===== src/hw/rtl/bds_pkg.sv =====
// shared constants and types of the 2x2 rgb box downsampler
// no dependencies; used by every other file of the block except bds_ram

package bds_pkg;

	localparam int MAX_WIDTH  = 1024;
	localparam int LINE_DEPTH = (MAX_WIDTH + 1) / 2;
	localparam int COL_W      = $clog2(MAX_WIDTH);
	localparam int SLOT_W     = $clog2(LINE_DEPTH);
	localparam int WIDTH_W    = 11;
	localparam int HEIGHT_W   = 16;
	localparam int CHAN_W     = 8;
	localparam int PAIR_W     = CHAN_W + 1;
	localparam int CFG_IDX_W  = 2;
	localparam int CFG_DATA_W = 16;

	localparam int RESET_WIDTH  = 640;
	localparam int RESET_HEIGHT = 480;

	localparam logic [CFG_IDX_W-1:0] REG_IMAGE_WIDTH  = CFG_IDX_W'(0);
	localparam logic [CFG_IDX_W-1:0] REG_IMAGE_HEIGHT = CFG_IDX_W'(1);

	// per-channel horizontal pair sums, also the line store word
	typedef struct packed {
		logic [PAIR_W-1:0] r;
		logic [PAIR_W-1:0] g;
		logic [PAIR_W-1:0] b;
	} pair_t;

	localparam int PAIR_BITS = $bits(pair_t);

	// frame geometry derived from the configuration registers
	typedef struct packed {
		logic [COL_W-1:0]    col_wrap;
		logic [HEIGHT_W-1:0] row_wrap;
		logic [COL_W-1:0]    col_last;
		logic [HEIGHT_W-1:0] row_last;
	} geom_t;

	// what one accepted pixel produces
	typedef struct packed {
		logic  produce;
		logic  frame_end;
		pair_t pair;
	} step_t;

endpackage


===== src/hw/rtl/bds_scan.sv =====
// raster position counters, held first pixel of a pair, pair sums and line store control
// depends on bds_pkg

module bds_scan (
	input  logic                        clk,
	input  logic                        arst_n,
	input  logic                        accept,
	input  logic [bds_pkg::CHAN_W-1:0]  red,
	input  logic [bds_pkg::CHAN_W-1:0]  green,
	input  logic [bds_pkg::CHAN_W-1:0]  blue,
	input  bds_pkg::geom_t              geom,
	output bds_pkg::step_t              step,
	output logic                        line_we,
	output logic                        line_re,
	output logic [bds_pkg::SLOT_W-1:0]  line_addr
);

	logic [bds_pkg::COL_W-1:0]    col_q;
	logic [bds_pkg::HEIGHT_W-1:0] row_q;
	logic [bds_pkg::CHAN_W-1:0]   held_r_q;
	logic [bds_pkg::CHAN_W-1:0]   held_g_q;
	logic [bds_pkg::CHAN_W-1:0]   held_b_q;
	logic                         odd_col;
	logic                         odd_row;

	assign odd_col = col_q[0];
	assign odd_row = row_q[0];

	always_comb begin
		step.pair.r    = {1'b0, held_r_q} + {1'b0, red};
		step.pair.g    = {1'b0, held_g_q} + {1'b0, green};
		step.pair.b    = {1'b0, held_b_q} + {1'b0, blue};
		step.produce   = odd_col & odd_row;
		step.frame_end = (col_q == geom.col_last) && (row_q == geom.row_last);
	end

	// even rows fill the line store, odd rows read it back
	assign line_we   = accept & odd_col & ~odd_row;
	assign line_re   = accept & odd_col & odd_row;
	assign line_addr = col_q[bds_pkg::COL_W-1:1];

	always_ff @(posedge clk or negedge arst_n) begin
		if (!arst_n) begin
			col_q    <= '0;
			row_q    <= '0;
			held_r_q <= '0;
			held_g_q <= '0;
			held_b_q <= '0;
		end else if (accept) begin
			if (!odd_col) begin
				held_r_q <= red;
				held_g_q <= green;
				held_b_q <= blue;
			end
			if (col_q >= geom.col_wrap) begin
				col_q <= '0;
				if (row_q >= geom.row_wrap) begin
					row_q <= '0;
				end else begin
					row_q <= row_q + bds_pkg::HEIGHT_W'(1);
				end
			end else begin
				col_q <= col_q + bds_pkg::COL_W'(1);
			end
		end
	end

endmodule


===== config.mk =====
export PLATFORM = sky130hd
export DESIGN_NAME = bds_scan
export DESIGN_NICKNAME = d
export VERILOG_FILES = /design/src/hw/rtl/bds_pkg.sv /design/src/hw/rtl/bds_scan.sv
export SDC_FILE = /design/constraint.sdc
export NUM_CORES = 1
export LEC_CHECK = 0
export ABC_CLOCK_PERIOD_IN_PS = 3500
export BUFFER_PORTS_ARGS = -buffer_cell sky130_fd_sc_hd__buf_2
export CAP_MARGIN = 5
export CORE_ASPECT_RATIO = 0.75
export CORE_MARGIN = 3
export CORE_UTILIZATION = 53
export CTS_CLUSTER_SIZE = 14
export DETAILED_ROUTE_END_ITERATION = 16
export PLACE_DENSITY = 0.82
export SLEW_MARGIN = 20
export SYNTH_ARGS = -nofsm -noshare
export SYNTH_HDL_FRONTEND = slang
export SYNTH_SLANG_ARGS = --single-unit

===== constraint.sdc =====
create_clock -name clk -period 3.5 [get_ports clk]
set_clock_uncertainty 0.15 [all_clocks]
set_input_delay 0.525 -clock clk [delete_from_list [all_inputs] [get_ports clk]]
set_output_delay 0.525 -clock clk [all_outputs]
set_load 0.03 [all_outputs]

Word-level counts from Yosys, hierarchy flattened
Cells that the tools add are included.
{"block": "word_totals", "in_bits": 79, "register_bits": 50, "elab_cells": 25, "out_inout_bits": 40}
{"block": "op_classes", "eq_ne": 2, "addsub": 5, "bitwise_logic": 6, "n_reduce_logical": 3, "n_mux": 2, "order_cmp": 2}
{"op": "$add 8x8->9", "count": 3}
{"op": "$add 16x1->16 const B", "count": 1}
{"op": "$eq 16x16->1", "count": 1}
{"op": "$ge 16x16->1", "count": 1}
{"op": "$mux 16", "count": 1}
{"op": "$add 10x1->10 const B", "count": 1}
{"op": "$eq 10x10->1", "count": 1}
{"op": "$ge 10x10->1", "count": 1}
{"op": "$mux 10", "count": 1}
{"op": "$and 1x1->1", "count": 4}
{"op": "$reduce_and 2->1", "count": 2}
{"op": "$not 1->1", "count": 2}
{"op": "$logic_and 1x1->1", "count": 1}

Longest topological paths before layout
{"block": "depth", "depth_word": 2, "ltp_mapped": 10, "ltp_nobuf": 8}

Least setup slack after synthesis
Ideal clock, no wire load.
{"block": "synth_timing", "path_type": "input -> output", "startpoint": "input blue[0] in the netlist's numbering", "endpoint": "output step[8] in the netlist's numbering", "t_required_ps": 2825, "n_path_buf": 0, "path_slack_ps": 704, "cell_stages": 7, "t_arrival_ps": 2121, "path_cell_list": "ha_1 fa_1 a21o_1 a21oi_1 o21bai_1 a21oi_1 o21ai_0"}
{"item": "start: declaration", "line": "bds_scan.sv:10", "source": "input logic [bds_pkg::CHAN_W-1:0] blue,"}
{"item": "end: declaration", "line": "bds_scan.sv:12", "source": "output bds_pkg::step_t step,"}

==> results.toml <==
[yosys]
synth_fp_nets = 567
synth_edf_count = 0
synth_cells = 433
synth-xor-area-share_pct = 10.6
ys_seq_area_share_pct = 30.9
ys_ff_latch = 50
syn_avg_cell_area_sq_um = 9.36
synth-async-reset-ratio_pct = 100
synth_area_leaders = "dfrtp_1 31%, ha_1 16%, mux2_2 6.7%"
yosys_warnings = 0
syn-cell-area_sq_um = 4050
synth_mux_area_share_pct = 6.92
yosysMostFrequentCell = "ha_1"
synth-compound-area-share_pct = 15.4
yosysTopAreaCell = "dfrtp_1"
synthAdderAreaFrac_pct = 17.5
synth_common_cells = "52 x ha_1, 50 x dfrtp_1, 37 x inv_1"
synth-simple-area-share_pct = 12.7
synth_top_family_by_area = "adder cells"
synth_ff_type = "dfrtp_1"
ys_types = 43
synth_top_cell_area_share_pct = 30.9

[finish]
nets = 679
areaGrowthSynthToFinish_pct = 17.9
diodes = 0
nFillCells = 579
layout-drive-gt1-share_pct = 29.1
multiInputGateArea_sq_um = 2560
register_area_sq_um = 1250

[timing]
period_minus_slack_ns = 3.05
timing.slew.headroom_pct = 54.6
final_hold_viol_count = 0
grt_setup_unrepaired = "false"
fmax_mhz = 327
finalMaxSlewViolations = 0
whs_ns = 0.0587
setup_slack_ns = 0.447
setup_viol = 0
final.setup.tns_ns = 0
tightest_slew_ns = 0.676
fin_crit_sh_pct = 87.2

[setup_path]
critPathLaunchType = "register"
path_class = "reg -> out"
worstPathArrival_ns = 2.38
endpoint_kind = "primary output"
worstPathMaxFanout = 2
required_ns = 2.82

[routing]
vias = 3533
first_pass_iters = 4
ant_nets = 0
avgViaCountPerCell = 5.49
drt_iter0_markers = 184
route.detailed.drc = 0
wirelength_um = 9350
wl_per_cell_um = 14.5

[die]
ios = 119
fp.dieH_um = 81.7
rows = 26
initial_utilization_pct = 56.9
core-area_sq_um = 7120
die_w_um = 107
dieArea_sq_um = 8740

[run]
cap_viol_max_count = 0

[grt]
antenna_found_initial = 0
grt_overflow = 0
grt_pass1_wl_um = 15600
grt_max_degree = 28
grt_use_total_pct = 21.9
grt_pass1_vias = 3460

[clocking]
clock-sinks = 50
cts_inserted_buffers = 5
clkTransAtPathRegs_ns = 0.09
cts_setup_buffers = 0
cts_resized = 0
clk_path_buf_depth = 2
root_buffer = "clkbuf_8"
cts_tree = "done"
cts_hold_buf = 0
htreeDepth = 2
worstSkewPairLatency_ns = 0.29

[power]
p_per_area_nw_per_um2 = 557
fin_total_pwr_uw = 2660
peakVddDrop_mv = 0.386
switching_share_pct = 46.7
comb_power_share_pct = 54.5
p_clk_share_pct = 12.9
power_leakage_uw = 0.00244
switchingPower_uw = 1240
internal_power_uw = 1420
power_frac_seq_pct = 32.6

[hold_path]
hold_path_class = "in -> async"

[run_status]
status = "finished, final reports clean"

[place]
dp_hpwl_um = 7650
place_ws_ns = 0.495
finalWeightedCongestion = 0.917
port_buffers = 118
stage by stage:
| step | area [sq um] | util (%) | instances |
|---|---|---|---|
| after floorplan | 4050 | - | 433 |
| after global placement | 4690 | 65.8 | 636 |
| after detailed placement | 4690 | 65.8 | 636 |
| after CTS | 4780 | 67.1 | 644 |
| after global routing | 4780 | 67.1 | 644 |
| final | 4780 | 67.1 | 644 |
flip-flops by register name, indices dropped and copies added, names as in the netlist:
name / flops
col_q: 10
held_r_q: 8
held_b_q: 8
row_q: 16
held_g_q: 8
cells in the final DEF (no fill, tap or decap), types with 6 or more instances in the layout:
cell type	n
o21ai_0	16
dfrtp_1	50
inv_1	37
clkbuf_8	6
o41ai_1	6
mux2_2	24
a21o_1	12
nand2_1	30
o31ai_1	6
xor2_1	21
o21ai_1	7
nor4_1	6
xnor2_1	28
nand3_1	16
nor2_1	23
nand4_1	7
nor3_1	8
a21oi_1	22
ha_1	52
buf_2	118
power groups by stage:
stage | Sequential [uW] | Combinational, uW | Clock [uW]
after floorplan | 816 | 1150 | 0
after global placement | 866 | 1410 | 0
after detailed placement | 874 | 1450 | 0
after CTS | 863 | 1460 | 358
after global routing | 884 | 1600 | 388
final | 867 | 1450 | 343
area by class of cell:
cell class	count	area share, %
multi-input cells	330	53.6
well taps	98	2.57
repair buffers	121	12.8
inverters	37	2.91
flip-flops and latches	50	26.2
clock inverters	1	0.105
clock buffers	7	1.81
per-layer routing:
| layer | vias up | wire (um) | GRT usage [%] |
|---|---|---|---|
| met5 | - | 0 | 0 |
| met4 | 0 | 119 | 5.75 |
| met3 | 10 | 501 | 3.46 |
| met2 | 104 | 4530 | 38.6 |
| met1 | 1662 | 4190 | 28.3 |
| li1 | 1757 | - | - |
critical path, cell delays in order, from the launching register on:
cell      delay, ns
dfrtp_1        0.39
ha_1           0.22
fa_1           0.41
a21o_1         0.18
a21oi_1        0.23
o21bai_1       0.10
a21oi_1        0.21
xnor2_1        0.14
buf_2          0.21
cell families (layout without fill, tap and decap cells):
| kind of cell | after synthesis | in the layout |
|---|---|---|
| AO/OA/AOI/OAI | 94 | 94 |
| XOR/XNOR | 49 | 49 |
| adder cells (fa/ha/maj) | 55 | 55 |
| buffers and inverters | 53 | 166 |
| flip-flops | 50 | 50 |
| multiplexers | 25 | 25 |
| AND/OR/NAND/NOR | 107 | 107 |
final timing paths:
kind | start | end | slack, ns | cells past startpoint
worst max-delay path | held_r_q[0]$_DFFE_PN0P_ | step[24] | 0.45 | 8
min in group clk | red[4] | held_r_q[4]$_DFFE_PN0P_ | 0.33 | 2
worst min register to register | held_r_q[4]$_DFFE_PN0P_ | held_r_q[4]$_DFFE_PN0P_ | 0.37 | 1
max in group asynchronous | arst_n | col_q[2]$_DFFE_PN0P_ | 2.37 | 2
worst min-delay path | arst_n | held_b_q[2]$_DFFE_PN0P_ | 0.06 | 1
worst max register to register | col_q[0]$_DFFE_PN0P_ | row_q[9]$_DFFE_PN0P_ | 0.51 | 8
Note: power is estimated with default switching activity, not from simulation.
