--- config.mk ---
export PLATFORM = sky130hd
export DESIGN_NAME = bds_ram
export DESIGN_NICKNAME = d
export VERILOG_FILES = /design/src/hw/rtl/bds_ram.sv
export SDC_FILE = /design/constraint.sdc
export NUM_CORES = 1
export LEC_CHECK = 0
export BUFFER_PORTS_ARGS = -buffer_cell sky130_fd_sc_hd__buf_4
export CORE_ASPECT_RATIO = 0.8
export CORE_MARGIN = 5
export CORE_UTILIZATION = 55
export CTS_BUF_LIST = sky130_fd_sc_hd__clkbuf_16
export DETAILED_ROUTE_END_ITERATION = 7
export GPL_ROUTABILITY_DRIVEN = 0
export PLACE_DENSITY = 0.73
export SLEW_MARGIN = 20
export SYNTH_ARGS = -nofsm -noshare
export SYNTH_HDL_FRONTEND = slang
export SYNTH_SLANG_ARGS = --single-unit
export TNS_END_PERCENT = 30
--- constraint.sdc ---
create_clock -name clk -period 2.15 [get_ports clk]
set_input_delay 0.215 -clock clk [delete_from_list [all_inputs] [get_ports clk]]
set_output_delay 0.215 -clock clk [all_outputs]
set_load 0.01 [all_outputs]
--- src/hw/rtl/bds_ram.sv ---
// generic single write port, single read port ram with registered read data
// no dependencies

module bds_ram #(
	parameter int WIDTH = 8,
	parameter int DEPTH = 16
) (
	input  logic                     clk,
	input  logic                     we,
	input  logic [$clog2(DEPTH)-1:0] waddr,
	input  logic [WIDTH-1:0]         wdata,
	input  logic                     re,
	input  logic [$clog2(DEPTH)-1:0] raddr,
	output logic [WIDTH-1:0]         rdata
);

	logic [WIDTH-1:0] mem [DEPTH];

	always_ff @(posedge clk) begin
		if (we) begin
			mem[waddr] <= wdata;
		end
		if (re) begin
			rdata <= mem[raddr];
		end
	end

endmodule

---- Word level (Yosys, flattened, before mapping) ----
Memories as Yosys holds them, arrays and structs flattened. A register that Yosys moved wholly into a read port is not among the register bits.
Index checks and enable logic that the tools add are counted.
storage, ports and cells
  output and inout port bits .............. 8
  bits in writable memories ............... 128
  bits in registers ....................... 0
  memories ................................ 1
  word-level logic and storage cells ...... 3
operators by class
  mux-type cells .......................... 2
memory list
  name  words  width  rd ports  clocked after memory_dff  wr ports  line  text
  mem   16     8      1         1                         1         17    logic [WIDTH-1:0] mem [DEPTH];
operators by type and width
  operator           number
  1-bit two-way mux  2

---- Logic depth before layout (Yosys ltp) ----
Gate-level depths: netlist of run 1.
  word-level depth ........................ 2
  mapped depth ............................ 5

---- Worst setup path before layout of run 1 ----
No wires, ideal clock.
  kind .................................... input to register
  start point ............................. input port waddr[2]
  end point ............................... memory mem[0][0] (enable)
  path buffers ............................ 0
  setup slack ............................. 0.442 ns
  arrival time ............................ 1.325 ns
  stages on the path ...................... 2
  cell sequence ........................... or3b_2 > nor3_1
RTL lines
  what         line  text
  from (decl)  10    input logic [$clog2(DEPTH)-1:0] waddr,
  to (decl)    17
Straight into the memory's write port.

==> reports/metrics.cfg, run 1 <==
[synthesis]
syn_inst = 229
yosys_register_bits = 136
synth.top_cell.area_share_pct = 78.1
synth_area_sq_mm = 0.00523
yosysWarningCount = 0
synth_seq_area_share_pct = 78.1
ys_types = 18
yosys-top-cells-area = edfxtp_1, mux4_2, mux4_1
synth_nets = 248
syn-mean-instance-area_sq_um = 22.8
yosysTopAreaCell = edfxtp_1

[timing]
finalMaxSlewViolations = 0
worst_slew_pin_slew_ns = 0.728
clock_skew_ns = 0.00390
tns_ns = 0
relSlewSlack_pct = 51.3
setup_violations = 0
final-hold-violation-count = 0
timing.fmax_mhz = 681
finalCriticalPeriod_ns = 1.47
fin_crit_sh_pct = 68.3
rsz0062_at_grt = no

[global_routing]
first_global_vias = 2492
grt_util_all_layers_pct = 18.3
grt_overflow_total = 0
antenna_found_initial = 0
grt_start_max_net_pins = 33
grt_pass1_wl_microns = 14800

[power_and_ir_drop]
p_seq_share_pct = 49.6
switching_power_w = 0.00116
power_density_mw_per_mm2 = 978
intPower_w = 0.00490
switching_share_pct = 19.1
combPwrFrac_pct = 4.7
clkPwrFrac_pct = 45.6
vdd_drop_max_mv = 0.822
total_power_w = 0.00606
p_leak_nw = 2.10

[finish]
final_nets = 301
diodes = 0
syn_to_final_growth_pct = 18.4
layout-drive-gt1-share_pct = 30.5

[die]
die_y_microns = 97.2
io_pins = 27
initial_core_util_pct = 57.1
rows = 31
die_x_microns = 119
die-area_sq_mm = 0.0116
design.core.area_sq_mm = 0.00915

[clock_tree]
cts-resized-gates = 0
numClockSinks = 136
clk_path_buf_depth = 2
cts_max_level = 4
holdBufCountCts = 0
cts_tree = yes
clk_latency_ns = 0.40
numCtsBuffers = 17
post_cts_buffers = 0
cts_root_buf = clkbuf_16
clkSlewWorstSetupHoldPaths_ns = 0.05

[critical_path]
r2r_slack_ns = 0.68
worstPathArrival_ns = 1.62
critPathMaxFanout = 1
crit_type = flip-flop to flip-flop
crit_path_start_kind = flip-flop
critPathCaptureType = flip-flop
cp.required_ns = 2.30

[routing]
remaining_drc_errors = 0
viasPerCell = 5.97
post_drt_wl_per_cell_microns = 24.0
drt_iter0_drc = 247
drtPass1Iterations = 4
via_count = 2428
drt_wl_total_microns = 9770
drtAntennaViolNets = 0

[run]
cap_viol_max_count = 0

[outcome]
status = complete, no violations

[placement]
port-buffer-count = 26
dp_hpwl_microns = 6180

[hold_path]
hp-class = primary input to flip-flop

path summary, 6_finish.rpt:
kind / start / end / cells past startpoint
max: mem[9][1] / rdata[1] / 3
min: wdata[5] / mem[12][5] / 1
max reg2reg: mem[9][1] / rdata[1] / 3
min reg2reg: mem[4][2] / rdata[2] / 3
critical path: stages, from the launching register on:
cell,delay (ns)
edfxtp_1,0.38
mux4_1,0.53
a22oi_1,0.24
nand2_1,0.07
flip-flops by register name, indices dropped and copies added (netlist names):
register,count
mem,128
rdata,8
synth_stat cells, drive strengths merged:
master,n
edfxtp,136
mux4,32
a22oi,16
nor2,13
nand2,9
buf,7
nor3,4
clkdlybuf4s25,3
nand2b,2
nand3b,2
and2,1
and2b,1
nand3,1
nor2b,1
or3b,1
placed cells by master, fill, tap and decap left out:
cell        count
edfxtp_1      136
buf_4          43
mux4_2         18
clkbuf_16      17
a22oi_1        16
mux4_1         14
nor2_1         13
nand2_1         9
nor3_1          4
clkinv_2        4
bufinv_16       3
clkinv_1        3
nand3b_1        2
nand2b_1        2
clkinvlp_4      2
nor2b_1         1
and2_1          1
and2b_1         1
nand3_1         1
or3b_2          1
buf_12          1
final cells by class:
class / instances / area, sq um
repair buffers: 44 / 343
multi-input cells: 83 / 1060
fillers: 578 / 2960
flip-flops and latches: 136 / 4080
clock inverters: 12 / 136
clock buffers: 17 / 425
well taps: 115 / 144
power groups by stage:
stage	combinational [W]	sequential (W)	clock [W]
2_1_floorplan	0.000151	0.00306	0
3_3_place_gp	0.000283	0.00306	0
3_5_place_dp	0.000291	0.00306	0
4_1_cts	0.000291	0.00301	0.00280
5_1_grt	0.000312	0.00301	0.00294
6_report	0.000287	0.00301	0.00276
stage by stage:
step           hold WS (ns)  util, %  setup slack (ns)  instance area (sq um)  cells
2_1_floorplan         0.314        -             0.442                   5230    229
6_report              0.119     67.6             0.681                   6190    407
4_1_cts               0.108     67.6             0.662                   6190    407
3_3_place_gp          0.522     61.5             0.380                   5630    378
3_5_place_dp          0.536     61.5             0.368                   5630    378
5_1_grt               0.109     67.6             0.597                   6190    407
cells by family (layout without fill, tap and decap cells):
logic type,count (synthesis),after routing,share of synthesized area [%]
DFF,136,136,78.1
and+or+nand+nor,35,35,3.14
muxes,32,32,14.8
AOI/OAI and AO/OA,16,16,2.30
buffers and inverters,10,73,1.65
per-layer routing:
metal,vias to the layer above,share of wire (%),wire length (microns),global-route usage [%]
met5,-,0,0,0
met4,0,0.56,55,5.61
met3,4,11,1080,6.64
met2,117,47,4630,26.2
met1,1224,41,4010,26.3
li1,1083,-,-,-
Note: power is estimated with default switching activity, not from simulation.
==> run 2: changes to the inputs <==
--- a/config.mk
+++ b/config.mk
@@ -8,11 +8,11 @@
 export BUFFER_PORTS_ARGS = -buffer_cell sky130_fd_sc_hd__buf_4
 export CORE_ASPECT_RATIO = 0.8
 export CORE_MARGIN = 5
-export CORE_UTILIZATION = 55
+export CORE_UTILIZATION = 54
 export CTS_BUF_LIST = sky130_fd_sc_hd__clkbuf_16
 export DETAILED_ROUTE_END_ITERATION = 7
 export GPL_ROUTABILITY_DRIVEN = 0
-export PLACE_DENSITY = 0.73
+export PLACE_DENSITY = 0.74
 export SLEW_MARGIN = 20
 export SYNTH_ARGS = -nofsm -noshare
 export SYNTH_HDL_FRONTEND = slang
==> constraint.sdc (replaced) <==
create_clock -name clk -period 1.2 [get_ports clk]
set_input_delay 0.12 -clock clk [delete_from_list [all_inputs] [get_ports clk]]
set_output_delay 0.12 -clock clk [all_outputs]
set_load 0.01 [all_outputs]
==> reports/metrics.cfg, run 2 (synthesis gave the netlist of run 1 again) <==
[outcome]
status = complete, but fails checks
violations = setup timing

[global_routing]
antenna_found_initial = 0
busiest_layer = met2
grt_util_met2_pct = 28.4
grt_util_all_layers_pct = 19.2
grt_overflow_total = 0
first_global_vias = 2778
gr-usage-met3_pct = 6.31
grt_start_max_net_pins = 17
globalRouteMet1Util_pct = 26.5
grt_pass1_wl_microns = 15800

[die]
die-area_sq_mm = 0.0118
initial_core_util_pct = 54.6
die_x_microns = 120
rows = 32
io_pins = 27
design.core.area_sq_mm = 0.00957
die_y_microns = 98

[placement]
dp_hpwl_microns = 6290
port-buffer-count = 26

[routing]
via_count = 2588
drt_iter0_drc = 227
drt_wl_total_microns = 10200
post_drt_wl_per_cell_microns = 24.0
drtPass1Iterations = 5
remaining_drc_errors = 0
drtAntennaViolNets = 0
viasPerCell = 6.08

[run]
cap_viol_max_count = 0

[clock_tree]
clk_latency_ns = 0.42
cts_max_level = 4
cts_root_buf = clkbuf_16
numClockSinks = 136
clkSlewWorstSetupHoldPaths_ns = 0.06
numCtsBuffers = 17
clk_path_buf_depth = 2
cts_tree = yes
post_cts_buffers = 0

[critical_path]
rr_startpoint = mem[0][1]
critPathSlowestCell = mux4_2
cp.required_ns = 1.37
crit_family = multiplexers
critPathMaxFanout = 1
crit_type = flip-flop to flip-flop
max_stage_delay_ns = 0.49
crit_path_start_kind = flip-flop
worstPathArrival_ns = 1.60
crit_chain = mux4_2, a22oi_2, nand2_1
cp_num_buf_inv = 0
ff2ff_path_depth = 3
critPathCaptureType = flip-flop
r2r_slack_ns = -0.23
startpoint = mem[0][1]
r2r-end = rdata[1]

[timing]
worst_slew_pin_slew_ns = 0.926
finalCriticalPeriod_ns = 1.43
clock_skew_ns = 0.00509
finalMaxSlewViolations = 0
setup_ws_ns = -0.232
timing.fmax_mhz = 698
fin_crit_sh_pct = 119
relSlewSlack_pct = 38.1
final-hold-violation-count = 0
setup_violations = 8
rsz0062_at_grt = yes

[finish]
diodes = 0
largest_register = mem
layout-drive-gt1-share_pct = 40.7
layout.cells.most_common_list = edfxtp_1, buf_4, mux4_2, clkbuf_16, nor2_1
final_nets = 314
final_common_cell = edfxtp_1
largest_reg_flops = 128
reg_top3 = mem: 128 flops, rdata: 8 flops
syn_to_final_growth_pct = 23.0
final_core_util_pct = 67.2

[hold_path]
hp-class = primary input to flip-flop
whs_path_depth = 1
min_to = mem[11][1]
hold_start = wdata[1]

[power_and_ir_drop]
power_density_mw_per_mm2 = 1720
vdd_drop_max_mv = 1.21
total_power_w = 0.0111
p_leak_nw = 2.15

[run 2: worst max-delay path by stage]
stage,endpoint,slack [ns],depth (start not counted)
3_3_place_gp,rdata[1],-0.35,5
5_1_grt,rdata[7],-0.27,3
6_report,rdata[1],-0.23,3
4_1_cts,rdata[7],-0.22,3
2_1_floorplan,rdata[1],-0.12,5
3_5_place_dp,rdata[1],-0.35,5
[run 2: area by class of cell]
cell class / count / area, sq um
Tap cell: 119 / 149
Clock buffer: 17 / 425
Timing Repair Buffer: 57 / 551
Multi-Input combinational cell: 83 / 1070
Fill cell: 591 / 3140
Clock inverter: 14 / 156
Sequential cell: 136 / 4080
[run 2: stage by stage]
step | TNS, ns | instance area (sq um) | hold WS [ns] | instances | worst slack, ns
global placement | -6.30 | 5770 | 0.425 | 391 | -0.348
finish | -1.47 | 6430 | 0.0212 | 426 | -0.232
CTS | -1.49 | 6410 | 0.0113 | 426 | -0.219
floorplan | -3.21 | 5230 | 0.219 | 229 | -0.120
detailed placement | -7.99 | 5770 | 0.433 | 391 | -0.349
global route | -1.92 | 6430 | 0.0182 | 426 | -0.275
[run 2: timing repair]
| action | CTS | global route |
|---|---|---|
| setup endpoints to repair | 8 | 8 |
| hold buffers | 4 | 0 |
| pin swaps | 2 | 2 |
| gates resized for setup | 5 | 4 |
| endpoints found under the hold margin | 57 | 0 |
[run 2: routing by layer]
layer  up-vias  share of wire [%]  routed length (microns)
li1       1101                  -                        -
met1      1368                 42                     4240
met2       100                 50                     5070
met3        19                6.7                      688
met4         0                2.1                      216
met5         -                  0                        0
[run 2: report_power, final]
part	internal (W)	total (W)	switching, W	leakage, nW
combinational	0.000298	0.000609	0.000310	0.635
clock	0.00323	0.00510	0.00187	0.279
sequential	0.00535	0.00539	0.0000312	1.24
==> run 3: changes to the inputs <==
--- a/config.mk
+++ b/config.mk
@@ -12,7 +12,7 @@
 export CTS_BUF_LIST = sky130_fd_sc_hd__clkbuf_16
 export DETAILED_ROUTE_END_ITERATION = 7
 export GPL_ROUTABILITY_DRIVEN = 0
-export PLACE_DENSITY = 0.74
+export PLACE_DENSITY = 0.86
 export SLEW_MARGIN = 20
 export SYNTH_ARGS = -nofsm -noshare
 export SYNTH_HDL_FRONTEND = slang
==> reports/metrics.cfg, run 3 (synthesis gave the netlist of run 1 again) <==
[finish]
largest_register = mem
num-fill-cells = 596
final_common_cell = edfxtp_1
regArea_sq_mm = 0.00408
syn_to_final_growth_pct = 22.5
layout.cells.most_common_list = edfxtp_1, buf_4, mux4_2, clkbuf_16, nor2_1
largest_reg_flops = 128
multiInputGateArea_sq_mm = 0.00107
reg_top3 = mem: 128 flops, rdata: 8 flops
final_nets = 309
layout-drive-gt1-share_pct = 39.9
diodes = 0

[clock_tree]
clk_path_buf_depth = 2
numCtsBuffers = 17
numClockSinks = 136
clkSlewWorstSetupHoldPaths_ns = 0.06
clk_latency_ns = 0.41
cts_max_level = 4
cts_root_buf = clkbuf_16
cts_tree = yes
post_cts_buffers = 0

[power_and_ir_drop]
p_leak_nw = 2.15
intPower_w = 0.00905
switching_power_w = 0.00214
power_density_mw_per_mm2 = 1750
switching_share_pct = 19.2
vdd_drop_max_mv = 1.60
combPwrFrac_pct = 5.6
clkPwrFrac_pct = 46.3
p_seq_share_pct = 48.1
total_power_w = 0.0112

[timing]
final-hold-violation-count = 0
fin_crit_sh_pct = 119
relSlewSlack_pct = 40.6
finalCriticalPeriod_ns = 1.43
worst_slew_pin_slew_ns = 0.890
setup_violations = 8
setup_ws_ns = -0.227
rsz0062_at_grt = yes
hold_ws_ns = 0.0293
timing.fmax_mhz = 701
clock_skew_ns = 0.00833
finalMaxSlewViolations = 0

[global_routing]
grt_pass1_wl_microns = 15800
first_global_vias = 2683
grt_util_all_layers_pct = 19.2
grt_start_max_net_pins = 17
grt_overflow_total = 0
antenna_found_initial = 0

[die]
design.core.area_sq_mm = 0.00957
rows = 32
initial_core_util_pct = 54.6
die_x_microns = 120
die_y_microns = 98
die-area_sq_mm = 0.0118
io_pins = 27

[critical_path]
ff2ff_path_depth = 3
crit_type = flip-flop to flip-flop
cp.required_ns = 1.35
r2r_slack_ns = -0.23
r2r-end = rdata[0]
crit_path_start_kind = flip-flop
critPathMaxFanout = 1
rr_startpoint = mem[14][0]
critPathCaptureType = flip-flop
worstPathArrival_ns = 1.58

[routing]
post_drt_wl_per_cell_microns = 24.5
drtAntennaViolNets = 0
remaining_drc_errors = 0
drt_iter0_drc = 244
via_count = 2554
drtPass1Iterations = 5
drt_wl_total_microns = 10300
viasPerCell = 6.05

[hold_path]
min_to = mem[14][6]
whs_path_depth = 1
hold_start = wdata[6]
hp-class = primary input to flip-flop

[run]
cap_viol_max_count = 0

[placement]
port-buffer-count = 26
dp_hpwl_microns = 6600

[outcome]
violations = setup timing
status = complete, but fails checks

==> run 3: worst max path at each step <==
stage | to | startpoint | slack (ns) | depth (start not counted)
after detailed placement | rdata[3] | raddr[0] | -0.41 | 5
after global placement | rdata[3] | raddr[0] | -0.39 | 5
after global routing | rdata[1] | mem[11][1] | -0.27 | 3
after CTS | rdata[6] | mem[10][6] | -0.23 | 3
final | rdata[0] | mem[14][0] | -0.23 | 3
after floorplan | rdata[1] | raddr[0] | -0.12 | 5
==> run 3: critical path, stage by stage, from the launching register on <==
cell and delay (ns):
edfxtp_1 0.36, mux4_2 0.49, a22oi_1 0.20, nand2_1 0.10
==> run 3: area by class of cell <==
cell class	instances	area share, %
Clock inverter	15	2.62
Tap cell	119	2.33
Clock buffer	17	6.64
Timing Repair Buffer	52	7.90
Sequential cell	136	63.8
Multi-Input combinational cell	83	16.7
==> run 3: power groups by stage <==
| stage | Clock [W] | Combinational [W] | Sequential [W] |
|---|---|---|---|
| after global placement | 0 | 0.000583 | 0.00547 |
| final | 0.00518 | 0.000627 | 0.00538 |
| after CTS | 0.00525 | 0.000624 | 0.00538 |
| after global routing | 0.00544 | 0.000672 | 0.00539 |
| after floorplan | 0 | 0.000298 | 0.00548 |
| after detailed placement | 0 | 0.000604 | 0.00548 |
==> run 3: stage by stage <==
stage / TNS [ns] / setup WS, ns / std cells / instance area [sq um] / util [%]
finish: -1.66 / -0.227 / 422 / 6400 / 66.9
global route: -1.99 / -0.267 / 422 / 6400 / 66.9
CTS: -1.72 / -0.234 / 422 / 6390 / 66.7
detailed placement: -9.57 / -0.414 / 389 / 5760 / 60.2
global placement: -7.61 / -0.390 / 389 / 5760 / 60.2
floorplan: -3.21 / -0.120 / 229 / 5230 / -
==> run 3: repair_timing <==
action / 4_1_cts / 5_1_grt
hold buffers: 1 / 0
hold endpoints to repair: 8 / 0
pin swaps: 1 / 0
endpoints found under the setup margin: 8 / 8
resized for setup: 7 / 3
==> run 3: layer usage <==
| layer | up-vias | GRT usage [%] | part of all wire (%) |
|---|---|---|---|
| met5 | - | 0 | 0 |
| met2 | 128 | 28.7 | 48 |
| met1 | 1308 | 26.9 | 41 |
| li1 | 1097 | - | - |
| met4 | 0 | 6.95 | 2.4 |
| met3 | 21 | 6.49 | 9.3 |
