$ cat src/hw/rtl/bds_pkg.sv
// shared constants and types of the 2x2 rgb box downsampler
// no dependencies; used by every other file of the block except bds_ram

package bds_pkg;

	localparam int MAX_WIDTH  = 1024;
	localparam int LINE_DEPTH = (MAX_WIDTH + 1) / 2;
	localparam int COL_W      = $clog2(MAX_WIDTH);
	localparam int SLOT_W     = $clog2(LINE_DEPTH);
	localparam int WIDTH_W    = 11;
	localparam int HEIGHT_W   = 16;
	localparam int CHAN_W     = 8;
	localparam int PAIR_W     = CHAN_W + 1;
	localparam int CFG_IDX_W  = 2;
	localparam int CFG_DATA_W = 16;

	localparam int RESET_WIDTH  = 640;
	localparam int RESET_HEIGHT = 480;

	localparam logic [CFG_IDX_W-1:0] REG_IMAGE_WIDTH  = CFG_IDX_W'(0);
	localparam logic [CFG_IDX_W-1:0] REG_IMAGE_HEIGHT = CFG_IDX_W'(1);

	// per-channel horizontal pair sums, also the line store word
	typedef struct packed {
		logic [PAIR_W-1:0] r;
		logic [PAIR_W-1:0] g;
		logic [PAIR_W-1:0] b;
	} pair_t;

	localparam int PAIR_BITS = $bits(pair_t);

	// frame geometry derived from the configuration registers
	typedef struct packed {
		logic [COL_W-1:0]    col_wrap;
		logic [HEIGHT_W-1:0] row_wrap;
		logic [COL_W-1:0]    col_last;
		logic [HEIGHT_W-1:0] row_last;
	} geom_t;

	// what one accepted pixel produces
	typedef struct packed {
		logic  produce;
		logic  frame_end;
		pair_t pair;
	} step_t;

endpackage

$ cat src/hw/rtl/bds_cfg_if.sv
// configuration write channel: valid/ready with register index and data
// depends on bds_pkg

interface bds_cfg_if;
	logic                           valid;
	logic                           ready;
	logic [bds_pkg::CFG_IDX_W-1:0]  index;
	logic [bds_pkg::CFG_DATA_W-1:0] data;

	modport source (output valid, index, data, input ready);
	modport sink (input valid, index, data, output ready);
endinterface

$ cat src/hw/rtl/bds_cfg_regs.sv
// configuration registers; stores the clamped frame geometry at write time
// depends on bds_pkg, bds_cfg_if

module bds_cfg_regs (
	input  logic           clk,
	input  logic           arst_n,
	bds_cfg_if.sink        cfg,
	output bds_pkg::geom_t geom
);

	logic [bds_pkg::WIDTH_W-1:0]  w_raw;
	logic [bds_pkg::WIDTH_W-1:0]  w_eff;
	logic [bds_pkg::HEIGHT_W-1:0] h_raw;
	logic [bds_pkg::HEIGHT_W-1:0] h_eff;
	logic [bds_pkg::WIDTH_W-1:0]  w_even;
	logic [bds_pkg::HEIGHT_W-1:0] h_even;
	bds_pkg::geom_t               geom_q;

	assign cfg.ready = 1'b1;

	always_comb begin
		w_raw = cfg.data[bds_pkg::WIDTH_W-1:0];
		h_raw = cfg.data[bds_pkg::HEIGHT_W-1:0];
		if (w_raw < bds_pkg::WIDTH_W'(2)) begin
			w_eff = bds_pkg::WIDTH_W'(2);
		end else if (w_raw > bds_pkg::WIDTH_W'(bds_pkg::MAX_WIDTH)) begin
			w_eff = bds_pkg::WIDTH_W'(bds_pkg::MAX_WIDTH);
		end else begin
			w_eff = w_raw;
		end
		if (h_raw < bds_pkg::HEIGHT_W'(2)) begin
			h_eff = bds_pkg::HEIGHT_W'(2);
		end else begin
			h_eff = h_raw;
		end
		w_even = {w_eff[bds_pkg::WIDTH_W-1:1], 1'b0};
		h_even = {h_eff[bds_pkg::HEIGHT_W-1:1], 1'b0};
	end

	always_ff @(posedge clk or negedge arst_n) begin
		if (!arst_n) begin
			geom_q.col_wrap <= bds_pkg::COL_W'(bds_pkg::RESET_WIDTH - 1);
			geom_q.row_wrap <= bds_pkg::HEIGHT_W'(bds_pkg::RESET_HEIGHT - 1);
			geom_q.col_last <= bds_pkg::COL_W'((bds_pkg::RESET_WIDTH / 2) * 2 - 1);
			geom_q.row_last <= bds_pkg::HEIGHT_W'((bds_pkg::RESET_HEIGHT / 2) * 2 - 1);
		end else if (cfg.valid) begin
			case (cfg.index)
				bds_pkg::REG_IMAGE_WIDTH: begin
					geom_q.col_wrap <= bds_pkg::COL_W'(w_eff - bds_pkg::WIDTH_W'(1));
					geom_q.col_last <= bds_pkg::COL_W'(w_even - bds_pkg::WIDTH_W'(1));
				end
				bds_pkg::REG_IMAGE_HEIGHT: begin
					geom_q.row_wrap <= h_eff - bds_pkg::HEIGHT_W'(1);
					geom_q.row_last <= h_even - bds_pkg::HEIGHT_W'(1);
				end
				default: begin
				end
			endcase
		end
	end

	assign geom = geom_q;

endmodule

$ cat src/flat_wrapper.sv
// flat-port wrapper written by rule: the top's interface ports become plain ports
module bds_cfg_regs_flat 
  (clk, arst_n, geom, cfg_valid, cfg_index, cfg_data, cfg_ready);
  bds_cfg_if cfg_i ();
  input  logic clk;
  input  logic arst_n;
  output bds_pkg::geom_t geom;
  input wire logic [$bits(cfg_i.valid)-1:0] cfg_valid;
  input wire logic [$bits(cfg_i.index)-1:0] cfg_index;
  input wire logic [$bits(cfg_i.data)-1:0] cfg_data;
  output wire logic [$bits(cfg_i.ready)-1:0] cfg_ready;
  assign cfg_i.valid = cfg_valid;
  assign cfg_i.index = cfg_index;
  assign cfg_i.data = cfg_data;
  assign cfg_ready = cfg_i.ready;
  bds_cfg_regs u_core (.clk(clk), .arst_n(arst_n), .cfg(cfg_i), .geom(geom));
endmodule
$ cat config.mk
export PLATFORM = sky130hd
export DESIGN_NAME = bds_cfg_regs_flat
export DESIGN_NICKNAME = d
export VERILOG_FILES = /design/src/hw/rtl/bds_pkg.sv /design/src/hw/rtl/bds_cfg_if.sv /design/src/hw/rtl/bds_cfg_regs.sv /design/src/flat_wrapper.sv
export SDC_FILE = /design/constraint.sdc
export NUM_CORES = 1
export LEC_CHECK = 0
export BUFFER_PORTS_ARGS = -buffer_cell sky130_fd_sc_hd__buf_2
export CAP_MARGIN = 20
export CELL_PAD_IN_SITES_DETAIL_PLACEMENT = 0
export CELL_PAD_IN_SITES_GLOBAL_PLACEMENT = 1
export CORE_MARGIN = 5
export CORE_UTILIZATION = 43
export DETAILED_ROUTE_END_ITERATION = 16
export PLACE_DENSITY_LB_ADDON = 0.3
export REMOVE_ABC_BUFFERS = 1
export SLEW_MARGIN = 5
export SYNTH_ARGS = -nofsm -noshare
export SYNTH_HDL_FRONTEND = slang
export SYNTH_SLANG_ARGS = --single-unit
$ cat constraint.sdc
create_clock -name clk -period 1.9 [get_ports clk]
set_clock_uncertainty 0.05 [all_clocks]
set_input_delay 0.475 -clock clk [delete_from_list [all_inputs] [get_ports clk]]
set_output_delay 0.475 -clock clk [all_outputs]
set_load 0.02 [all_outputs]
# Word-level counts from Yosys, hierarchy flattened
# Cells that the tools add are included.
# W data, S select, Z words.
# word_totals
output_inout_bits	53
register_bits	52
# classes
reduce_logical	3
n_mux	3
magnitude_cmp	3
add_sub_neg	4
n_eq_ne	1
# op_table
operator	count
$sub A16 B1 Y16 const B	2
$mux W10	2
$sub A10 B1 Y10 const B	2
$lt A16 B2 Y1 const B	1
$mux W16	1
$gt A11 B11 Y1 const B	1
$lt A11 B2 Y1 const B	1
$reduce_and A2 Y1	2
$eq A2 B1 Y1 const B	1
$logic_not A2 Y1	1

# Longest topological paths before layout
# Gate-level depths: netlist of the first run.
# depth
word_depth	4
ltp_mapped	11
mapped_depth_nobuf	10

# Worst setup path after synthesis of the first run
# OpenSTA, ideal clock, no wires.
# synth_timing
path_type	input to register
startpoint	input port cfg_data[6]
endpoint	register u_core.geom_q (netlist bit u_core.geom[38])
arrival_time_ps	2369
required_ps	1767
cell_stages	10
path_slack_ps	-602
cell_sequence	buf_6 -> nor4_4 -> nand2_1 -> o21ai_2 -> ha_1 -> nand2b_1 -> nor2_1 -> nand3_1 -> xor2_1 -> o21ai_0
# synth_via
elab_chain_cells	3
# synth_rtl
element	line_no	text
start: declaration	flat_wrapper.sv:10	input wire logic [$bits(cfg_i.data)-1:0] cfg_data;
$lt A16 B2 Y1	bds_cfg_regs.sv:31	if (h_raw < bds_pkg::HEIGHT_W'(2)) begin
$mux W16 *	bds_cfg_regs.sv:31	
$sub A16 B1 Y16 *	bds_cfg_regs.sv:53	geom_q.row_wrap <= h_eff - bds_pkg::HEIGHT_W'(1);
end: declaration	bds_cfg_regs.sv:17	bds_pkg::geom_t geom_q;
# Every way passes the cells marked *; elsewhere a longest branch is shown, timed or not.
# A chain may end at the register's enable or synchronous reset.

# Worst setup path after layout of the first run
# layout_timing
startpoint	input port cfg_data[5]
endpoint	register u_core.geom_q (netlist bit u_core.geom[49])
# layout_via
elab_chain_cells	4
word_cells_on_any_way	5
classes_between	add/sub (1); order compare (2); mux (2)
# layout_rtl
element	line_no	text
$gt A11 B11 Y1	bds_cfg_regs.sv:26	end else if (w_raw > bds_pkg::WIDTH_W'(bds_pkg::MAX_WIDTH)) begin
$mux W10	bds_cfg_regs.sv:26	
$mux W10 *	bds_cfg_regs.sv:24	if (w_raw < bds_pkg::WIDTH_W'(2)) begin
$sub A10 B1 Y10 *	bds_cfg_regs.sv:49	geom_q.col_wrap <= bds_pkg::COL_W'(w_eff - bds_pkg::WIDTH_W'(1));
# Marked as above.

==> results.json, run 1 <==
{
  "cp_cell_sequence": "buf_8 -> or4_4 -> nor2_4 -> a22oi_2 -> ha_2 -> nand3b_1 -> a31oi_4 -> nor2_2 -> xnor2_1 -> mux2_4",
  "largest_reg_flops": 50,
  "fmax_mhz": 488.2,
  "clk_pin_slew_ns": 0.09,
  "ant_nets": 0,
  "max_stage_delay_ns": 0.55,
  "fin_crit_ns": 2.048,
  "worstHoldPathType": "in -> async",
  "max-clock-path-buffers": 2,
  "grt_pass1_vias": 2942,
  "drv_slew": 0,
  "cts-buffers-inserted": 5,
  "crit_arrival_ns": 2.20,
  "pwr-share-comb": 0.312,
  "synth_warnings": 0,
  "ys_top_cells_by_area": "dfstp_2, dfrtp_1, nand2_1",
  "cts_tree": "yes",
  "grt_pass1_wl_um": 14210,
  "wl_um": 8505,
  "drt_iter0_drc": 138,
  "rsz0062_at_grt": "yes",
  "htree_levels": 2,
  "finalCritPeriodShare": 1.078,
  "slowest_stage": "or4_4",
  "seq_area_frac_synth": 0.4426,
  "synthCells": 323,
  "synth_top_area_frac": 0.2707,
  "layout_setup_ws_ns": -0.1484,
  "clkPwrFrac": 0.272,
  "swShare": 0.3227,
  "routedWlPerCell_um": 15.75,
  "crit_start": "cfg_data[5]",
  "fp.dieH_um": 92.29,
  "std_cell_rows": 30,
  "drive_above_1_share": 0.5043,
  "r2r_start": "u_core.geom[28]",
  "p_leak_nw": 1.937,
  "ios": 74,
  "ys_ff_latch": 50,
  "synth-edff-count": 0,
  "vias": 2833,
  "setup_viol": 13,
  "status": "finished, violations left",
  "cp_num_buf_inv": 1,
  "insertion_delay_ns": 0.31,
  "async_flop_share": 1.000,
  "synth_area_um2": 2912,
  "ys.flop_type": "dfstp_2",
  "area_delta_synth_final_pct": 48.95,
  "grt_max_degree": 51,
  "dieArea_um2": 8517,
  "initial_utilization": 0.4358,
  "layout.nets": 486,
  "max_cap_violations": 0,
  "p_int_mw": 2.320,
  "violations": "setup timing",
  "vdd_drop_max_uv": 417.4,
  "synth.distinct_cells": 51,
  "coreArea_um2": 6681,
  "root_buffer": "clkbuf_8",
  "cts_hold_buf": 0,
  "cp-start-kind": "primary input",
  "place_congestion": 0.9039,
  "critical_path_class": "in -> reg",
  "endpoint_kind": "flop",
  "worstPathRequired_ns": 2.05,
  "post-route-drc-count": 0,
  "clock_sinks": 50,
  "fin_total_pwr_mw": 3.425,
  "syn_avg_cell_area_um2": 9.014,
  "setup_tns_ns": -0.9242,
  "p_sw_mw": 1.105,
  "yosys.area.top_type": "dfstp_2",
  "crit_path_max_fanout": 4,
  "vias_per_cell": 5.246,
  "pre_cts_ws_ns": -0.6101,
  "seq_power_share": 0.416,
  "io_buffers": 70,
  "crit_family": "simple AND/OR/NAND/NOR gates",
  "antenna_found_initial": 0,
  "diodes": 0,
  "hold_viol_final": 0,
  "dr.pass1.iters": 4,
  "die_w_um": 92.29,
  "grt_use_total": 0.2074,
  "hpwl_um": 6160,
  "fin_util": 0.6491,
  "power_density_nw_per_um2": 789.7,
  "overflow": 0
}
## layout by cell type, fill, tap and decap left out, types with 13 or more instances in the layout
cell type  instances
o21ai_0           26
buf_2             63
xnor2_1           16
buf_4             71
nand2_1           57
dfstp_2           30
nor2_1            14
dfrtp_1           20
o21ai_1           13
## timing repair
| action | in CTS | in global routing |
|---|---|---|
| gates resized for setup | 47 | 31 |
| pin swaps | 25 | 30 |
| endpoints found under the setup margin | 32 | 29 |
| buffers inserted | 5 | 5 |
| gates cloned | 0 | 0 |
## per-stage QoR
stage	area [um2]	instances	hold slack, ns
final	4337	540	0.08289
after global routing	4337	540	0.09885
after CTS	4170	535	0.09945
after detailed placement	3800	522	0.3973
after global placement	3800	522	0.3924
after floorplan	2821	305	0.1294
## final timing paths
path | end | slack, ns | cells after the start
setup / recovery | u_core.geom[49] | -0.15 | 10
hold / removal | u_core.geom[31] | 0.08 | 2
setup reg to reg | u_core.geom[28] | 0.99 | 2
hold reg to reg | u_core.geom[44] | 0.41 | 2
max in group asynchronous | u_core.geom[26] | 1.43 | 2
min in group clk | u_core.geom[1] | 0.30 | 2
## metal layers
layer / vias up / part of all wire / track usage
met1: 1331 / 0.45 / 0.2734
met5: - / 0 / 0
met4: 0 / 0.016 / 0.06188
met3: 12 / 0.055 / 0.04348
li1: 1391 / - / -
met2: 99 / 0.48 / 0.3425
## synth_stat cells (5+ instances only)
cell / n
dfrtp_1: 20
ha_1: 6
xnor2_1: 18
nor4_1: 5
clkbuf_1: 13
xor2_1: 9
nand3_1: 9
dfstp_2: 30
nand2_1: 60
a31oi_1: 5
a21oi_1: 10
o21ai_0: 33
nor2_1: 20
o21ai_1: 7
inv_1: 7
## power groups by stage
| stage | logic (mW) | registers, mW | clock network (mW) |
|---|---|---|---|
| 2_1_floorplan | 0.290 | 1.69 | 0 |
| 3_3_place_gp | 0.971 | 1.44 | 0 |
| 3_5_place_dp | 0.989 | 1.44 | 0 |
| 4_1_cts | 1.04 | 1.43 | 0.950 |
| 5_1_grt | 1.17 | 1.45 | 0.991 |
| 6_report | 1.07 | 1.43 | 0.930 |
## cell type report
type                    instances  area [um2]
clock buffers                   6       82.58
inverters                       7       26.28
fillers                       547        2345
multi-input cells             248        1759
flip-flops and latches         50        1289
clock inverters                 2       60.06
well taps                      80       100.1
repair buffers                147        1020
## kinds of logic (layout without fill, tap and decap cells)
group | Yosys count | count (layout) | share of synthesized area
AOI/OAI and AO/OA | 78 | 78 | 0.1599
other | 1 | 3 | 0.001288
and+or+nand+nor | 129 | 129 | 0.2286
DFF | 50 | 50 | 0.4426
adders and majority gates | 6 | 6 | 0.02578
buffers and inverters | 27 | 162 | 0.04254
xor gates and xnor gates | 27 | 27 | 0.08122
muxes | 5 | 5 | 0.01805
No activity file was read; power rests on OpenSTA's default activity.
==> inputs of run 2 (changes only) <==
Settings changed: CORE_UTILIZATION 43 to 44, CTS_BUF_LIST set to sky130_fd_sc_hd__clkbuf_4, SKIP_LAST_GASP set to 1.
==> run 2 against run 1 <==
  * The flow still finishes with violations (setup timing)
  * Global-route usage down 0.53 points
  * Critical path depth grew 2
  * Design area is 2.5% lower
  * Hold slack worse by 0.077 ns
  * Die area shrank 2.0%
  * Sequential power about the same
  * Combinational power barely moved
  * Wire length up 3.8%
  * Flip-flop and latch count unchanged
  * Critical endpoint is now u_core.geom[29]
  * Largest power group unchanged
==> results.json, run 2 (synthesized netlist as in run 1, its figures left out) <==
{
  "status": "finished, violations left",
  "violations": "setup timing",
  "fin_crit_ns": 2.073,
  "insertion_delay_ns": 0.38,
  "crit_arrival_ns": 2.35,
  "htree_levels": 2,
  "rsz0062_at_grt": "yes",
  "cts-buffers-inserted": 5,
  "wl_um": 8826,
  "cts_hold_buf": 0,
  "clkPwrFrac": 0.200,
  "pwr-share-comb": 0.341,
  "diodes": 0,
  "std_cell_rows": 29,
  "finalCritPeriodShare": 1.091,
  "critical_path_class": "in -> reg",
  "clk_pin_slew_ns": 0.15,
  "drv_slew": 0,
  "routedWlPerCell_um": 16.34,
  "dr.pass1.iters": 4,
  "power_density_nw_per_um2": 736.1,
  "post-route-cell-area_um2": 4227,
  "setup_viol": 24,
  "ios": 74,
  "multiInputGateArea_um2": 1720,
  "endpoint_kind": "flop",
  "layout_common_cells": "buf_4, buf_2, nand2_1",
  "overflow": 0,
  "io_buffers": 70,
  "crit_path_max_fanout": 3,
  "vdd_drop_max_uv": 434.6,
  "grt_pass1_wl_um": 13790,
  "die_w_um": 91.35,
  "layout_setup_ws_ns": -0.1726,
  "area_delta_synth_final_pct": 45.17,
  "grt_pass1_vias": 2780,
  "fin_util": 0.6618,
  "setup_tns_ns": -1.460,
  "dieArea_um2": 8344,
  "hold_viol_final": 0,
  "drt_iter0_drc": 259,
  "place_congestion": 0.9236,
  "drive_above_1_share": 0.4968,
  "worstHoldPathType": "in -> async",
  "layout.nets": 489,
  "fin_total_pwr_mw": 3.111,
  "cts_tree": "yes",
  "fp.dieH_um": 91.35,
  "worstPathRequired_ns": 2.18,
  "swShare": 0.3495,
  "p_int_mw": 2.024,
  "seq_power_share": 0.459,
  "hpwl_um": 6183,
  "max_stage_delay_ns": 0.34,
  "ant_nets": 0,
  "fmax_mhz": 482.5,
  "largest_reg_flops": 50,
  "grt_use_total": 0.2021,
  "initial_utilization": 0.4559,
  "vias": 2873,
  "dp_cells": 516,
  "fillers": 532,
  "slowest_stage": "nor4_4",
  "clock_sinks": 50,
  "stdcell_count": 540,
  "max_cap_violations": 0,
  "p_leak_nw": 1.911,
  "cp-start-kind": "primary input",
  "cp_cell_sequence": "buf_8 -> buf_6 -> nor4_4 -> nand2_2 -> buf_6 -> nor2_4 -> nor2_4 -> ha_1 -> buf_4 -> nand3b_1 -> mux2i_1 -> a211o_1",
  "grt_max_degree": 51,
  "layout.area.seq_um2": 1289,
  "place_area_um2": 3774,
  "max-clock-path-buffers": 2,
  "vias_per_cell": 5.320,
  "coreArea_um2": 6386,
  "final_common_cell": "buf_4",
  "root_buffer": "clkbuf_4",
  "post-route-drc-count": 0,
  "antenna_found_initial": 0,
  "p_sw_mw": 1.087
}
## run 2: changes by cell type in the layout (fill, tap and decap cells not counted), moves of 4 or more
cell,previous run,this run
o21ai_0,26,22
buf_6,9,5
buf_4,71,78
o21ai_1,13,17
clkbuf_4,0,5
clkbuf_8,6,0
## run 2: metal layers
metal / global-route usage / vias to the layer above / share of wire
met4: 0.06357 / 0 / 0.025
met2: 0.3149 / 95 / 0.47
li1: - / 1401 / -
met1: 0.2772 / 1356 / 0.44
met5: 0 / - / 0
met3: 0.04959 / 21 / 0.065
## run 2: final cells by class
cell class | instances | share of cell area
Tap cell | 77 | 0.02279
Sequential cell | 50 | 0.3049
Inverter | 7 | 0.006217
Clock buffer | 5 | 0.008881
Clock inverter | 3 | 0.009473
Timing Repair Buffer | 150 | 0.2407
Multi-Input combinational cell | 248 | 0.4070
## run 2: per-stage QoR
stage | hold WS [ns] | setup slack, ns
after floorplan | 0.1294 | -0.5848
after global placement | 0.3921 | -0.6083
after detailed placement | 0.4015 | -0.6413
after CTS | 0.009783 | -0.05146
after global routing | 0.02143 | -0.2500
final | 0.005423 | -0.1726
## run 2: path summary, 6_finish.rpt
path	startpoint	to	slack [ns]	depth (start not counted)
worst max-delay path	cfg_data[4]	u_core.geom[29]	-0.17	12
max in group asynchronous	arst_n	u_core.geom[51]	1.50	2
min in group clk	cfg_data[1]	u_core.geom[1]	0.37	3
worst min register to register	u_core.geom[42]	u_core.geom[42]	0.42	2
worst min-delay path	arst_n	u_core.geom[49]	0.005	2
worst max register to register	u_core.geom[28]	u_core.geom[28]	0.99	2
## run 2: critical path, delay by kind of cell
kind | cells | cell delay, ns
multiplexers | 1 | 0.07
AO/OA/AOI/OAI | 1 | 0.27
buffers and inverters | 4 | 0.54
adder cells (fa/ha/maj) | 1 | 0.24
AND/OR/NAND/NOR | 5 | 0.76
## run 2: repair_timing
| action | in CTS | in global routing |
|---|---|---|
| pin swaps | 17 | 33 |
| resized for setup | 27 | 43 |
| endpoints found under the hold margin | 0 | 0 |
| setup endpoints to repair | 28 | 21 |
| gates cloned | 0 | 0 |
| setup buffers | 6 | 11 |
## run 2: power by group through the flow
stage          Sequential (mW)  Combinational, mW  Clock (mW)
3_3_place_gp              1.44              0.974           0
2_1_floorplan             1.69              0.290           0
4_1_cts                   1.43               1.02       0.642
6_report                  1.43               1.06       0.623
3_5_place_dp              1.45              0.982           0
5_1_grt                   1.45               1.16       0.689
==> inputs of run 3 (changes only) <==
Settings changed: CELL_PAD_IN_SITES_DETAIL_PLACEMENT 0 to not set, CELL_PAD_IN_SITES_GLOBAL_PLACEMENT 1 to not set, CORE_UTILIZATION 44 to 50.
Clock period 1.9 ns to 1.8 ns, I/O delays scaled along.
==> run 3 against run 2 <==
  * Power grew 0.63%
  * Core utilization grew 8.4 points
  * Flip-flop and latch count did not move
  * Clock power down 18%
  * Critical path depth fell by 2
  * Design area is 1.7% lower
  * The run still ends with setup timing left
==> results.json, run 3 (synthesized netlist as in run 1, its figures left out) <==
{
  "cp_cell_sequence": "buf_8 -> or4_4 -> nor2_4 -> a22oi_2 -> ha_2 -> nand3b_1 -> a31oi_4 -> nor2_2 -> xnor2_1 -> mux2_4",
  "status": "finished, violations left",
  "antenna_found_initial": 0,
  "met1_usage": 0.2809,
  "busiest_layer": "met2",
  "grt_pass1_vias": 2838,
  "grt_use_met2": 0.3861,
  "power_density_nw_per_um2": 753.3,
  "overflow": 0,
  "grt_use_total": 0.2231,
  "initial_utilization": 0.5223,
  "crit_arrival_ns": 2.17,
  "layout.area.seq_um2": 1289,
  "drive_above_1_share": 0.4912,
  "dr.pass1.iters": 4,
  "htree_levels": 2,
  "drt_iter0_drc": 215,
  "area_delta_synth_final_pct": 42.76,
  "grt_pass1_wl_um": 13350,
  "fin_crit_ns": 1.934,
  "diodes": 0,
  "seq_power_share": 0.480,
  "coreArea_um2": 5574,
  "vias_per_cell": 5.432,
  "endpoint_kind": "flop",
  "p_sw_mw": 1.147,
  "met3_usage": 0.04373,
  "multiInputGateArea_um2": 1718,
  "wl_um": 8551,
  "place_area_um2": 3800,
  "routedWlPerCell_um": 16.20,
  "violations": "setup timing",
  "cts_tree": "yes",
  "pre_cts_ws_ns": -0.7999,
  "max-clock-path-buffers": 2,
  "p_leak_nw": 1.863,
  "layout_setup_ws_ns": -0.1345,
  "max_stage_delay_ns": 0.56,
  "crit_path_max_fanout": 4,
  "ant_nets": 0,
  "root_buffer": "clkbuf_4",
  "drv_slew": 0,
  "vias": 2868,
  "grt_max_degree": 51,
  "die_w_um": 86.31,
  "finalCritPeriodShare": 1.075,
  "crit_family": "simple AND/OR/NAND/NOR gates",
  "crit_start": "cfg_data[5]",
  "worstPathRequired_ns": 2.03,
  "final_common_cell": "buf_4",
  "post-route-drc-count": 0,
  "clock_sinks": 50,
  "vdd_drop_max_uv": 587.4,
  "setup_tns_ns": -0.7095,
  "fp.dieH_um": 86.31,
  "post-route-cell-area_um2": 4156,
  "max_cap_violations": 0,
  "r2r_start": "u_core.geom[28]",
  "fillers": 391,
  "cp-start-kind": "primary input",
  "largest_reg_flops": 50,
  "critical_path_class": "in -> reg",
  "layout.nets": 483,
  "clkPwrFrac": 0.163,
  "hold_viol_final": 0,
  "fmax_mhz": 516.9,
  "place_congestion": 0.8981,
  "hpwl_um": 6005,
  "swShare": 0.3663,
  "io_buffers": 70,
  "p_int_mw": 1.984,
  "layout_common_cells": "buf_4, buf_2, nand2_1",
  "rsz0062_at_grt": "yes",
  "min_from": "cfg_data[1]",
  "std_cell_rows": 27,
  "cts-buffers-inserted": 5,
  "insertion_delay_ns": 0.37,
  "pwr-share-comb": 0.357,
  "setup_viol": 14,
  "cp_num_buf_inv": 1,
  "clk_pin_slew_ns": 0.15,
  "worstHoldPathType": "in -> reg",
  "slowest_stage": "or4_4",
  "dieArea_um2": 7449,
  "ios": 74
}
run 3: metrics by stage:
step                cells  hold slack, ns  power [mW]    util
floorplan             305          0.1044       2.094       -
global placement      512          0.3934       2.535  0.6817
detailed placement    512          0.3961       2.561  0.6817
CTS                   525          0.1786       3.105  0.7203
global route          528          0.1721       3.306  0.7457
finish                528          0.1891       3.131  0.7457
run 3: worst paths after layout:
path,to,slack (ns),cells after the start
setup / recovery,u_core.geom[49],-0.13,10
hold / removal,u_core.geom[1],0.19,2
setup reg to reg,u_core.geom[28],0.92,2
hold reg to reg,u_core.geom[44],0.41,2
max in group asynchronous,u_core.geom[34],0.89,3
min in group asynchronous,u_core.geom[15],0.52,3
run 3: layout make-up:
cell class / instances / area share
multi-input cells: 248 / 0.4133
flip-flops and latches: 50 / 0.3101
repair buffers: 144 / 0.2372
well taps: 72 / 0.02167
clock buffers: 5 / 0.009031
inverters: 7 / 0.006321
clock inverters: 2 / 0.002408
run 3: worst reg2reg max path, delay by kind of cell, from the launching register on:
family | cells | cell delay, ns
simple gates | 1 | 0.05
flops | 1 | 0.57
compound gates | 1 | 0.16
run 3: metal layers:
metal	vias to the layer above	wire length, um
li1	1383	-
met4	0	221
met2	94	4138
met3	22	523
met1	1369	3668
met5	-	0
run 3: what timing repair did:
| item | 4_1_cts | 5_1_grt |
|---|---|---|
| setup buffers | 5 | 4 |
| hold buffers | 1 | 0 |
| pin swaps | 18 | 26 |
| gates resized for setup | 37 | 32 |
| endpoints found under the hold margin | 20 | 0 |
| endpoints found under the setup margin | 32 | 35 |
run 3: power by group through the flow:
| stage | Clock [mW] | Sequential, mW | Combinational [mW] |
|---|---|---|---|
| floorplan | 0 | 1.79 | 0.306 |
| global placement | 0 | 1.52 | 1.02 |
| detailed placement | 0 | 1.52 | 1.04 |
| CTS | 0.518 | 1.50 | 1.08 |
| global route | 0.563 | 1.53 | 1.21 |
| finish | 0.509 | 1.50 | 1.12 |
